--- src/hw/rtl/kfq_pkg.sv ---
`timescale 1ns / 1ps
// ----------------------------------------------------------------------------
// kfq_pkg
// Shared types and codes for the keyed order queue.
// ----------------------------------------------------------------------------
package kfq_pkg;

    typedef enum logic [1:0] {
        CMD_PUT    = 2'd0,
        CMD_PULL   = 2'd1,
        CMD_REMOVE = 2'd2,
        CMD_BUMP   = 2'd3
    } cmd_t;

    typedef enum logic [1:0] {
        STS_OK        = 2'd0,
        STS_FULL      = 2'd1,
        STS_EMPTY     = 2'd2,
        STS_NOT_FOUND = 2'd3
    } status_t;

    typedef enum logic {
        FSM_IDLE = 1'b0,
        FSM_EXEC = 1'b1
    } fsm_t;

    typedef struct packed {
        logic pull;
        logic search;
        logic shift_en;
        logic load_en;
    } cell_ctrl_t;

endpackage

--- src/hw/rtl/kfq_cell.sv ---
`timescale 1ns / 1ps
// ----------------------------------------------------------------------------
// kfq_cell
// One queue slot: holds a key and compares it against the incoming key; loads
// that key when selected, else takes its neighbor's on a gap at or before it.
// ----------------------------------------------------------------------------
module kfq_cell #(
    parameter int IDX       = 0,
    parameter int KEY_WIDTH = 32,
    parameter int CW        = 5
) (
    input  logic                  clk,
    input  logic                  capture,
    input  logic [KEY_WIDTH-1:0]  key_in,
    input  kfq_pkg::cell_ctrl_t   ctrl,
    input  logic [CW-1:0]         count,
    input  logic [CW-1:0]         load_idx,
    input  logic [KEY_WIDTH-1:0]  next_key,
    input  logic                  hit_in,
    output logic [KEY_WIDTH-1:0]  slot_key,
    output logic                  hit_out,
    output logic                  tail_hit
);
    import kfq_pkg::*;

    logic [KEY_WIDTH-1:0] slot_reg;
    logic [KEY_WIDTH-1:0] slot_next;
    logic                 match_reg;
    logic                 match_next;
    logic                 occupied;
    logic                 gap;

    assign occupied = CW'(IDX) < count;
    assign gap      = hit_in | (ctrl.search & match_reg & occupied);
    assign hit_out  = gap;
    assign tail_hit = match_reg & (CW'(IDX + 1) == count);
    assign slot_key = slot_reg;

    always_comb
    begin
        slot_next  = slot_reg;
        match_next = match_reg;
        if (capture)
        begin
            match_next = (slot_reg == key_in);
        end
        if (ctrl.load_en && (load_idx == CW'(IDX)))
        begin
            slot_next = key_in;
        end
        else if (ctrl.shift_en && gap)
        begin
            slot_next = next_key;
        end
    end

    always_ff @(posedge clk)
    begin
        slot_reg  <= slot_next;
        match_reg <= match_next;
    end

endmodule

--- src/hw/rtl/keyed_fifo_with_remove_and_bump.sv ---
`timescale 1ns / 1ps
// ----------------------------------------------------------------------------
// keyed_fifo_with_remove_and_bump
// Ordered key queue with put, pull, remove by key and bump to tail.
// Result: the key compare is captured at the input transfer; in the EXEC state
//   the priority chain and shift across the cell row run and the result is
//   registered, held back while out_stall holds a pending result.
// Issue: a new command is taken only when idle; in_stall holds it off.
// Reset: rst_n clears the entry count and handshake state; slot keys are
//   left as they are and only slots below the count are ever used.
// ----------------------------------------------------------------------------
module keyed_fifo_with_remove_and_bump #(
    parameter int CAPACITY  = 16,
    parameter int KEY_WIDTH = 32
) (
    input  logic        clk,
    input  logic        rst_n,
    input  logic        in_valid,
    output logic        in_stall,
    input  logic [1:0]  cmd,
    input  logic [31:0] key,
    output logic        out_valid,
    input  logic        out_stall,
    output logic [31:0] key_out,
    output logic [1:0]  status,
    output logic [4:0]  occupancy
);
    import kfq_pkg::*;

    localparam int CW = $clog2(CAPACITY + 1);

    fsm_t                 state_reg;
    fsm_t                 state_next;
    cmd_t                 cmd_reg;
    logic [KEY_WIDTH-1:0] key_reg;
    logic [KEY_WIDTH-1:0] key_in_w;
    logic [CW-1:0]        count_reg;
    logic [CW-1:0]        count_next;
    logic                 out_valid_reg;
    logic                 out_valid_next;
    logic [31:0]          key_out_reg;
    logic [31:0]          key_out_next;
    status_t              status_reg;
    status_t              status_next;
    logic [4:0]           occ_reg;
    logic [4:0]           occ_next;

    logic                 accept;
    logic                 go;
    cell_ctrl_t           ctrl;
    logic [CW-1:0]        load_idx;
    logic [KEY_WIDTH-1:0] cell_key   [CAPACITY];
    logic [CAPACITY:0]    hit_chain;
    logic [CAPACITY-1:0]  tail_vec;
    logic                 found;
    logic                 tail_hit;
    logic                 empty;
    logic                 full;
    logic [KEY_WIDTH-1:0] result_key;
    logic [31:0]          result_key_32;

    // key tag from the 32-bit port
    generate
        if (KEY_WIDTH <= 32)
        begin : g_key_narrow
            assign key_in_w      = key[KEY_WIDTH-1:0];
            assign result_key_32 = 32'(result_key);
        end
        else
        begin : g_key_wide
            assign key_in_w      = {{(KEY_WIDTH - 32){1'b0}}, key};
            assign result_key_32 = result_key[31:0];
        end
    endgenerate

    assign in_stall  = (state_reg != FSM_IDLE);
    assign accept    = in_valid && !in_stall;
    assign go        = (state_reg == FSM_EXEC) && !(out_valid_reg && out_stall);
    assign out_valid = out_valid_reg;
    assign key_out   = key_out_reg;
    assign status    = status_reg;
    assign occupancy = occ_reg;

    assign empty     = (count_reg == '0);
    assign full      = (count_reg == CW'(CAPACITY));
    assign found     = hit_chain[CAPACITY];
    assign tail_hit  = |tail_vec;
    assign hit_chain[0] = ctrl.pull;

    // cell row
    genvar gi;
    generate
        for (gi = 0; gi < CAPACITY; gi++)
        begin : g_cell
            logic [KEY_WIDTH-1:0] nbr_key;
            if (gi == CAPACITY - 1)
            begin : g_last
                assign nbr_key = cell_key[gi];
            end
            else
            begin : g_mid
                assign nbr_key = cell_key[gi + 1];
            end
            kfq_cell #(
                .IDX       (gi),
                .KEY_WIDTH (KEY_WIDTH),
                .CW        (CW)
            ) u_cell (
                .clk      (clk),
                .capture  (accept),
                .key_in   (accept ? key_in_w : key_reg),
                .ctrl     (ctrl),
                .count    (count_reg),
                .load_idx (load_idx),
                .next_key (nbr_key),
                .hit_in   (hit_chain[gi]),
                .slot_key (cell_key[gi]),
                .hit_out  (hit_chain[gi + 1]),
                .tail_hit (tail_vec[gi])
            );
        end
    endgenerate

    // command decode and result
    always_comb
    begin
        ctrl.pull     = 1'b0;
        ctrl.search   = (cmd_reg == CMD_REMOVE) || (cmd_reg == CMD_BUMP);
        ctrl.shift_en = 1'b0;
        ctrl.load_en  = 1'b0;
        load_idx      = count_reg;
        count_next    = count_reg;
        status_next   = STS_OK;
        result_key    = key_reg;
        case (cmd_reg)
            CMD_PUT:
            begin
                if (full)
                begin
                    status_next = STS_FULL;
                end
                else
                begin
                    ctrl.load_en = go;
                    count_next   = count_reg + 1'b1;
                end
            end
            CMD_PULL:
            begin
                ctrl.pull = 1'b1;
                if (empty)
                begin
                    status_next = STS_EMPTY;
                    result_key  = '0;
                end
                else
                begin
                    result_key    = cell_key[0];
                    ctrl.shift_en = go;
                    count_next    = count_reg - 1'b1;
                end
            end
            CMD_REMOVE:
            begin
                if (found)
                begin
                    ctrl.shift_en = go;
                    count_next    = count_reg - 1'b1;
                end
                else
                begin
                    status_next = STS_NOT_FOUND;
                end
            end
            CMD_BUMP:
            begin
                load_idx = count_reg - 1'b1;
                if (tail_hit)
                begin
                    status_next = STS_OK;
                end
                else if (found)
                begin
                    ctrl.shift_en = go;
                    ctrl.load_en  = go;
                end
                else
                begin
                    status_next = STS_NOT_FOUND;
                end
            end
            default:
            begin
                status_next = STS_NOT_FOUND;
            end
        endcase
    end

    // handshake and output register
    always_comb
    begin
        state_next     = state_reg;
        out_valid_next = out_valid_reg;
        key_out_next   = key_out_reg;
        occ_next       = occ_reg;
        if (out_valid_reg && !out_stall)
        begin
            out_valid_next = 1'b0;
        end
        case (state_reg)
            FSM_IDLE:
            begin
                if (accept)
                begin
                    state_next = FSM_EXEC;
                end
            end
            FSM_EXEC:
            begin
                if (go)
                begin
                    state_next     = FSM_IDLE;
                    out_valid_next = 1'b1;
                    key_out_next   = result_key_32;
                    occ_next       = 5'(count_next);
                end
            end
            default:
            begin
                state_next = FSM_IDLE;
            end
        endcase
    end

    always_ff @(posedge clk or negedge rst_n)
    begin
        if (!rst_n)
        begin
            state_reg     <= FSM_IDLE;
            count_reg     <= '0;
            out_valid_reg <= 1'b0;
        end
        else
        begin
            state_reg     <= state_next;
            out_valid_reg <= out_valid_next;
            if (go)
            begin
                count_reg <= count_next;
            end
        end
    end

    always_ff @(posedge clk)
    begin
        if (accept)
        begin
            cmd_reg <= cmd_t'(cmd);
            key_reg <= key_in_w;
        end
        if (go)
        begin
            status_reg <= status_next;
        end
        key_out_reg <= key_out_next;
        occ_reg     <= occ_next;
    end

endmodule

--- config.mk ---
export PLATFORM = sky130hd
export DESIGN_NAME = keyed_fifo_with_remove_and_bump
export DESIGN_NICKNAME = d
export VERILOG_FILES = /design/src/hw/rtl/kfq_pkg.sv /design/src/hw/rtl/kfq_cell.sv /design/src/hw/rtl/keyed_fifo_with_remove_and_bump.sv
export SDC_FILE = /design/constraint.sdc
export NUM_CORES = 1
export LEC_CHECK = 0
export ABC_AREA = 1
export BUFFER_PORTS_ARGS = -buffer_cell sky130_fd_sc_hd__buf_2
export CAP_MARGIN = 10
export CELL_PAD_IN_SITES_DETAIL_PLACEMENT = 2
export CELL_PAD_IN_SITES_GLOBAL_PLACEMENT = 2
export CORE_ASPECT_RATIO = 0.7
export CORE_MARGIN = 2
export CORE_UTILIZATION = 37
export CTS_CLUSTER_DIAMETER = 60
export DETAILED_ROUTE_END_ITERATION = 8
export PLACE_DENSITY = 0.7
export SYNTH_ARGS = -nofsm -noshare
export SYNTH_HDL_FRONTEND = slang
export SYNTH_SLANG_ARGS = --single-unit
--- constraint.sdc ---
create_clock -name clk -period 11.8 [get_ports clk]
set_input_delay 0 -clock clk [delete_from_list [all_inputs] [get_ports clk]]
set_output_delay 0 -clock clk [all_outputs]
set_load 0.01 [all_outputs]
# == Word-level counts from Yosys, hierarchy flattened ==
# Index checks and enable logic that the tools add are counted.
# word_totals
ff_bits,608
mem_count,0
wordCells,290
inputBits,38
output_inout_bits,41
ramBits,0
romBits,0
latch_bits,0
# op_classes
n_eq_ne,51
n_mux,57
bitwise_logic,65
order_cmp,16
n_reduce_logical,59
shifts,0
n_div,0
multipliers,0
addsub,2
# op_table
operator,count
32-bit 2-to-1 mux,33
32-bit equality test,16
1-bit bitwise AND,48
"4-bit by 5-bit equality test with 1-bit output, first input constant",8
"5-bit by 4-bit equality test with 1-bit output, second input constant",8
"4-bit by 5-bit less-than comparator with 1-bit output, first input constant",8
1-bit logical AND,35
2-bit nonzero test,15
"3-bit by 5-bit equality test with 1-bit output, first input constant",4
"5-bit by 3-bit equality test with 1-bit output, second input constant",4
"3-bit by 5-bit less-than comparator with 1-bit output, first input constant",4
5-bit 2-to-1 mux,4
1-bit bitwise OR,16
16-bit OR reduction,1
5-bit one-hot mux with 3 select lines,1
"2-bit by 5-bit equality test with 1-bit output, first input constant",2
"5-bit by 2-bit equality test with 1-bit output, second input constant",2
5-bit zero test,2
"1-bit by 5-bit less-than comparator with 1-bit output, first input constant",2
"2-bit by 5-bit less-than comparator with 1-bit output, first input constant",2
1-bit 2-to-1 mux,10
2-bit 2-to-1 mux,5
2-bit one-hot mux with 4 select lines,1
"5-bit by 1-bit adder with 5-bit output, second input constant",1
other kinds (14),18

# == Logic depth before layout (Yosys ltp) ==
# logic_depth
ltp_word,26
depth_mapped,20
depth_no_buf,17

# == By module ==
# A second synthesis with hierarchy kept.
# unflattened
cells_unflattened,5200
hier_area_um2,39694.3
# by_module_without_submodules
module,seq_area_each_um2,cells_per_inst,area_each_um2,instances
kfq_cell at g_cell[5].u_cell ...,991.0,298,2293.4,2
keyed_fifo_with_remove_and_bump,2047.0,416,3622.2,1
kfq_cell at g_cell[10].u_cell,991.0,305,2321.0,1
kfq_cell at g_cell[6].u_cell,991.0,302,2303.5,1
kfq_cell at g_cell[11].u_cell,991.0,299,2297.2,1
kfq_cell at g_cell[14].u_cell,991.0,300,2296.0,1
kfq_cell at g_cell[13].u_cell,991.0,298,2292.2,1
kfq_cell at g_cell[7].u_cell,991.0,298,2290.9,1
kfq_cell at g_cell[4].u_cell,991.0,301,2250.9,1
kfq_cell at g_cell[8].u_cell,991.0,300,2249.7,1
kfq_cell at g_cell[2].u_cell,991.0,301,2248.4,1
kfq_cell at g_cell[1].u_cell,991.0,298,2240.9,1
kfq_cell at g_cell[12].u_cell,991.0,298,2225.9,1
kfq_cell at g_cell[3].u_cell,991.0,296,2220.9,1
+2 rows,--,--,--,--

# == Worst setup path after synthesis ==
# Ideal clock, no wire load.
# synth_path
path_kind,reg2reg
startpoint,reg cmd_reg[0]
endpoint,reg g_cell[0].u_cell.slot_reg[0] (enable)
stages_incl_launch_ff,15
arrival_ns,4.349
path_buffers,0
setup_slack_ns,6.985
required_time_ns,11.334
setup_time_ns,0.466
path_cell_list,edfxtp_1 inv_1 ha_1 nor2_2 nor2_1 inv_1 nor3_1 nor2_2 nand4_2 nor2_2 nand4_4 nand2_1 nand2_1 nand2_1 o21ai_0
# synth_between
elab_chain_len,25
# synth_lines
item,line_no,rtl
start: declaration,keyed_fifo_with_remove_and_bump.sv:34,cmd_t cmd_reg;
start signal: assignment,keyed_fifo_with_remove_and_bump.sv:258,cmd_reg <= cmd_t'(cmd);
2-bit equality test,"keyed_fifo_with_remove_and_bump.sv:128, keyed_fifo_with_remove_and_bump.sv:135",
1-bit logical OR,keyed_fifo_with_remove_and_bump.sv:128,ctrl.search = (cmd_reg == CMD_REMOVE) || (cmd_reg == CMD_BUMP);
1-bit bitwise AND (2 in a row),kfq_cell.sv:34,assign gap = hit_in | (ctrl.search & match_reg & occupied);
1-bit bitwise OR (16 in a row),kfq_cell.sv:34,
2-bit 2-to-1 mux,keyed_fifo_with_remove_and_bump.sv:182,else if (found)
2-bit 2-to-1 mux,keyed_fifo_with_remove_and_bump.sv:178,if (tail_hit)
1-bit one-hot mux with 3 select lines / 1-bit one-hot mux with 2 select lines (equally long branches),keyed_fifo_with_remove_and_bump.sv:135,case (cmd_reg)
"1-bit logical AND, on equally long branches","kfq_cell.sv:51, kfq_cell.sv:47",
2-bit nonzero test (no source line) (*),--,
end signal: assignment,kfq_cell.sv:59,slot_reg <= slot_next;
end: declaration,kfq_cell.sv:26,logic [KEY_WIDTH-1:0] slot_reg;
# Mark *: on every way between the ends. The rest lies on a longest branch, timed or not.
# A chain may end at the register's enable or synchronous reset.

# == Final worst setup path ==
# layout_path
startpoint,reg count_reg[0]
endpoint,reg g_cell[8].u_cell.slot_reg[18] (enable)
# layout_between
elab_chain_len,23
# layout_lines
item,line_no,rtl
start: declaration,keyed_fifo_with_remove_and_bump.sv:37,logic [CW-1:0] count_reg;
start signal: assignment,keyed_fifo_with_remove_and_bump.sv:249,count_reg <= count_next;
1-bit by 5-bit less-than comparator with 1-bit output,kfq_cell.sv:33,assign occupied = CW'(IDX) < count;
1-bit bitwise AND,kfq_cell.sv:34,
1-bit bitwise OR (16 in a row),kfq_cell.sv:34,
2-bit 2-to-1 mux,keyed_fifo_with_remove_and_bump.sv:182,
2-bit 2-to-1 mux,keyed_fifo_with_remove_and_bump.sv:178,
1-bit one-hot mux with 3 select lines / 1-bit one-hot mux with 2 select lines (equally long branches),keyed_fifo_with_remove_and_bump.sv:135,
"1-bit logical AND, on equally long branches","kfq_cell.sv:51, kfq_cell.sv:47",
2-bit nonzero test (no source line) (*),--,
end signal: assignment,kfq_cell.sv:59,
end: declaration,kfq_cell.sv:26,
# Marks and branches as above.

==> flow_summary.toml <==
[global_route]
grt_pass1_wl_mm = 185
grt_pass1_vias = 25943
overflow = 0
grt_use_total_pct = 29.0
grt_antenna_before_repair = 6
grt_max_degree = 66

[floorplan]
ios = 79
die_y_microns = 248
die_w_microns = 353
core_area_sq_um = 84300
die-area_sq_um = 87400
fp-row-count = 89
initial_core_util_pct = 37.3

[worst_setup_path]
setup.worst_path.end_class = "register"
rrSetupSlack_ns = 6.41
crit_fanout = 32
r2r-end = "g_cell[8].u_cell.slot_key[18]$_DFFE_PP_"
reg2regPathDepth = 7
cp-start-kind = "register"
r2r-start = "count_reg[0]$_DFFE_PN0P_"
crit_type = "reg -> reg"
critPathArrivalTime_ns = 5.62
required_ns = 12.04

[yosys]
async_flop_share_pct = 1.15
ys_ff_latch = 608
avgSynthCellArea_sq_um = 10.3
syn_nets = 3111
netlist_instances = 3063
synth_area_sq_um = 31500
ys_types = 56
synth_warnings = 0
synth-seq-area-share_pct = 56.9
synth_edf_count = 569
synth_ff_type = "edfxtp_1"

[power_and_ir_drop]
cellLeakagePower_uw = 0.0133
power_uw = 7050
vdd_drop_max_v = 0.0000910
powerDensity_nw_per_um2 = 199

[cts]
cts_num_sinks = 608
h-tree-depth = 3
clk_pin_slew_ns = 0.06
insertion_delay_ns = 0.63
cts_tree = "yes"
cts_buffer_depth = 3
cts_buffers = 68
clockRootBuffer = "clkbuf_16"

[timing]
fmax_mhz = 186
slew_viol_final = 0
rsz0062_at_grt = "false"
min_period_ns = 5.39
worst_clock_skew_ns = 0.0273
tightest_slew_ns = 1.22
setup_viol = 0
fin_setup_tns_ns = 0
hold_viol_final = 0
timing.final.crit_share_pct = 45.7
max_slew_margin_pct = 18.5

[cells_and_area]
syn_to_final_growth_pct = 12.5
nFillCells = 8816
nets = 3131
drive_gt1_share_pct = 11.0
layout.cells.non_filler = 4272
final_common_cell = "nand2_1"
layout_common_cells = "nand2_1, edfxtp_1, o21ai_0"
largest_reg_flops = 512

[detailed_routing]
routed_via_density = 5.82
wl_per_cell_microns = 30.0
drt-initial-drc-count = 2784
num_vias = 24869
wirelength_mm = 128
first_pass_iters = 6
ant_nets = 0
drc = 0

[outcome]
status = "finished clean"

[job]
cap_violations = 0

[hold_path]
hold_path_end = "in_stall$_DFF_PN0_"
worstHoldPathType = "in -> reg"
hold_depth = 3
hp-start = "in_valid"

[placement]
placedCellCount = 4129
gp_congestion = 0.908
port_buffers = 78
dp_hpwl_mm = 89.1
## cell families (layout without fill, tap and decap cells)
group / count (synthesis) / count (layout) / synth area share, %
simple gates: 1013 / 1013 / 14.4
compound gates: 674 / 674 / 11.6
flops: 608 / 608 / 56.9
xor+xnor: 404 / 404 / 11.2
buf+inv: 354 / 424 / 5.53
fa+ha+maj: 10 / 10 / 0.398
other cells: 0 / 2 / 0
## report_power, final
part	internal, uW	switching [uW]
combinational	543	1450
sequential	2700	223
clock	1210	922
total	4460	2590
## layer usage
metal | vias up | track usage [%] | part of all wire [%]
met5 | - | 0 | 0
met4 | 0 | 7.13 | 2.3
met3 | 182 | 5.38 | 7.6
met2 | 948 | 44.3 | 43
met1 | 13007 | 42.5 | 47
li1 | 10732 | - | -
## cell usage after synthesis, drive strengths merged (3+ instances only)
master / n / area, sq um
and2: 7 / 43.8
a32oi: 3 / 26.3
a21boi: 5 / 37.5
nand4: 85 / 566
nor4: 45 / 282
nor3: 27 / 135
edfxtp: 569 / 17100
nand2: 660 / 2490
ha: 10 / 125
o211ai: 3 / 22.5
buf: 120 / 862
o22ai: 41 / 257
a221oi: 14 / 123
dfrtp: 7 / 175
a21oi: 5 / 28.8
xor2: 240 / 2100
xnor2: 164 / 1440
nand3: 87 / 480
or2: 18 / 113
a22o: 9 / 78.8
nor4b: 4 / 35.0
inv: 121 / 454
nor2: 66 / 274
dfxtp: 32 / 641
o21a: 6 / 45.0
o21ai: 568 / 2860
clkbuf: 111 / 418
or4: 9 / 67.6
nand3b: 3 / 22.5
a211oi: 10 / 75.1
o2111ai: 3 / 26.3
## critical path: stages, from the launching register on
cell and delay (ns):
dfrtp_1 0.68, inv_2 0.23, ha_1 0.29, nand3_1 0.65
nand2_1 0.85, nand2_1 0.57, nand2_1 0.60, o21ai_4 1.07
## metrics by stage
stage / area (sq um) / util (%) / hold WS (ns) / setup WS [ns]
final: 35400 / 42.0 / 0.0539 / 6.41
after global routing: 35400 / 42.0 / 0.0420 / 6.10
after CTS: 35300 / 41.9 / 0.0252 / 6.34
after detailed placement: 33000 / 39.2 / -0.134 / 6.34
after global placement: 33000 / 39.2 / -0.137 / 6.51
after floorplan: 31500 / - / -0.296 / 6.99
## area by class of cell
| type | count | area, sq um | area share, % |
|---|---|---|---|
| diodes | 2 | 5.00 | 0.0141 |
| clock buffers | 90 | 1890 | 5.33 |
| clock inverters | 30 | 249 | 0.703 |
| inverters | 123 | 462 | 1.30 |
| multi-input cells | 2101 | 12200 | 34.5 |
| flip-flops and latches | 608 | 17900 | 50.6 |
| well taps | 1137 | 1420 | 4.02 |
| repair buffers | 181 | 1260 | 3.57 |
## timing repair
action	CTS	global route
gates resized for setup	0	0
hold buffers	17	0
hold endpoints to repair	29	0
setup buffers	0	0
## worst max path at each step
stage	from	end	slack, ns	depth (start not counted)
6_report	count_reg[0]$_DFFE_PN0P_	g_cell[8].u_cell.slot_key[18]$_DFFE_PP_	6.41	7
5_1_grt	count_reg[0]$_DFFE_PN0P_	g_cell[8].u_cell.slot_key[2]$_DFFE_PP_	6.10	7
3_5_place_dp	count_reg[0]$_DFFE_PN0P_	g_cell[8].u_cell.slot_key[18]$_DFFE_PP_	6.34	7
4_1_cts	count_reg[0]$_DFFE_PN0P_	g_cell[8].u_cell.slot_key[6]$_DFFE_PP_	6.34	7
3_3_place_gp	count_reg[0]$_DFFE_PN0P_	g_cell[8].u_cell.slot_key[18]$_DFFE_PP_	6.51	7
2_1_floorplan	cmd_reg[0]$_DFFE_PP_	g_cell[0].u_cell.slot_key[0]$_DFFE_PP_	6.99	14
Power figures use the tool's default switching activity.
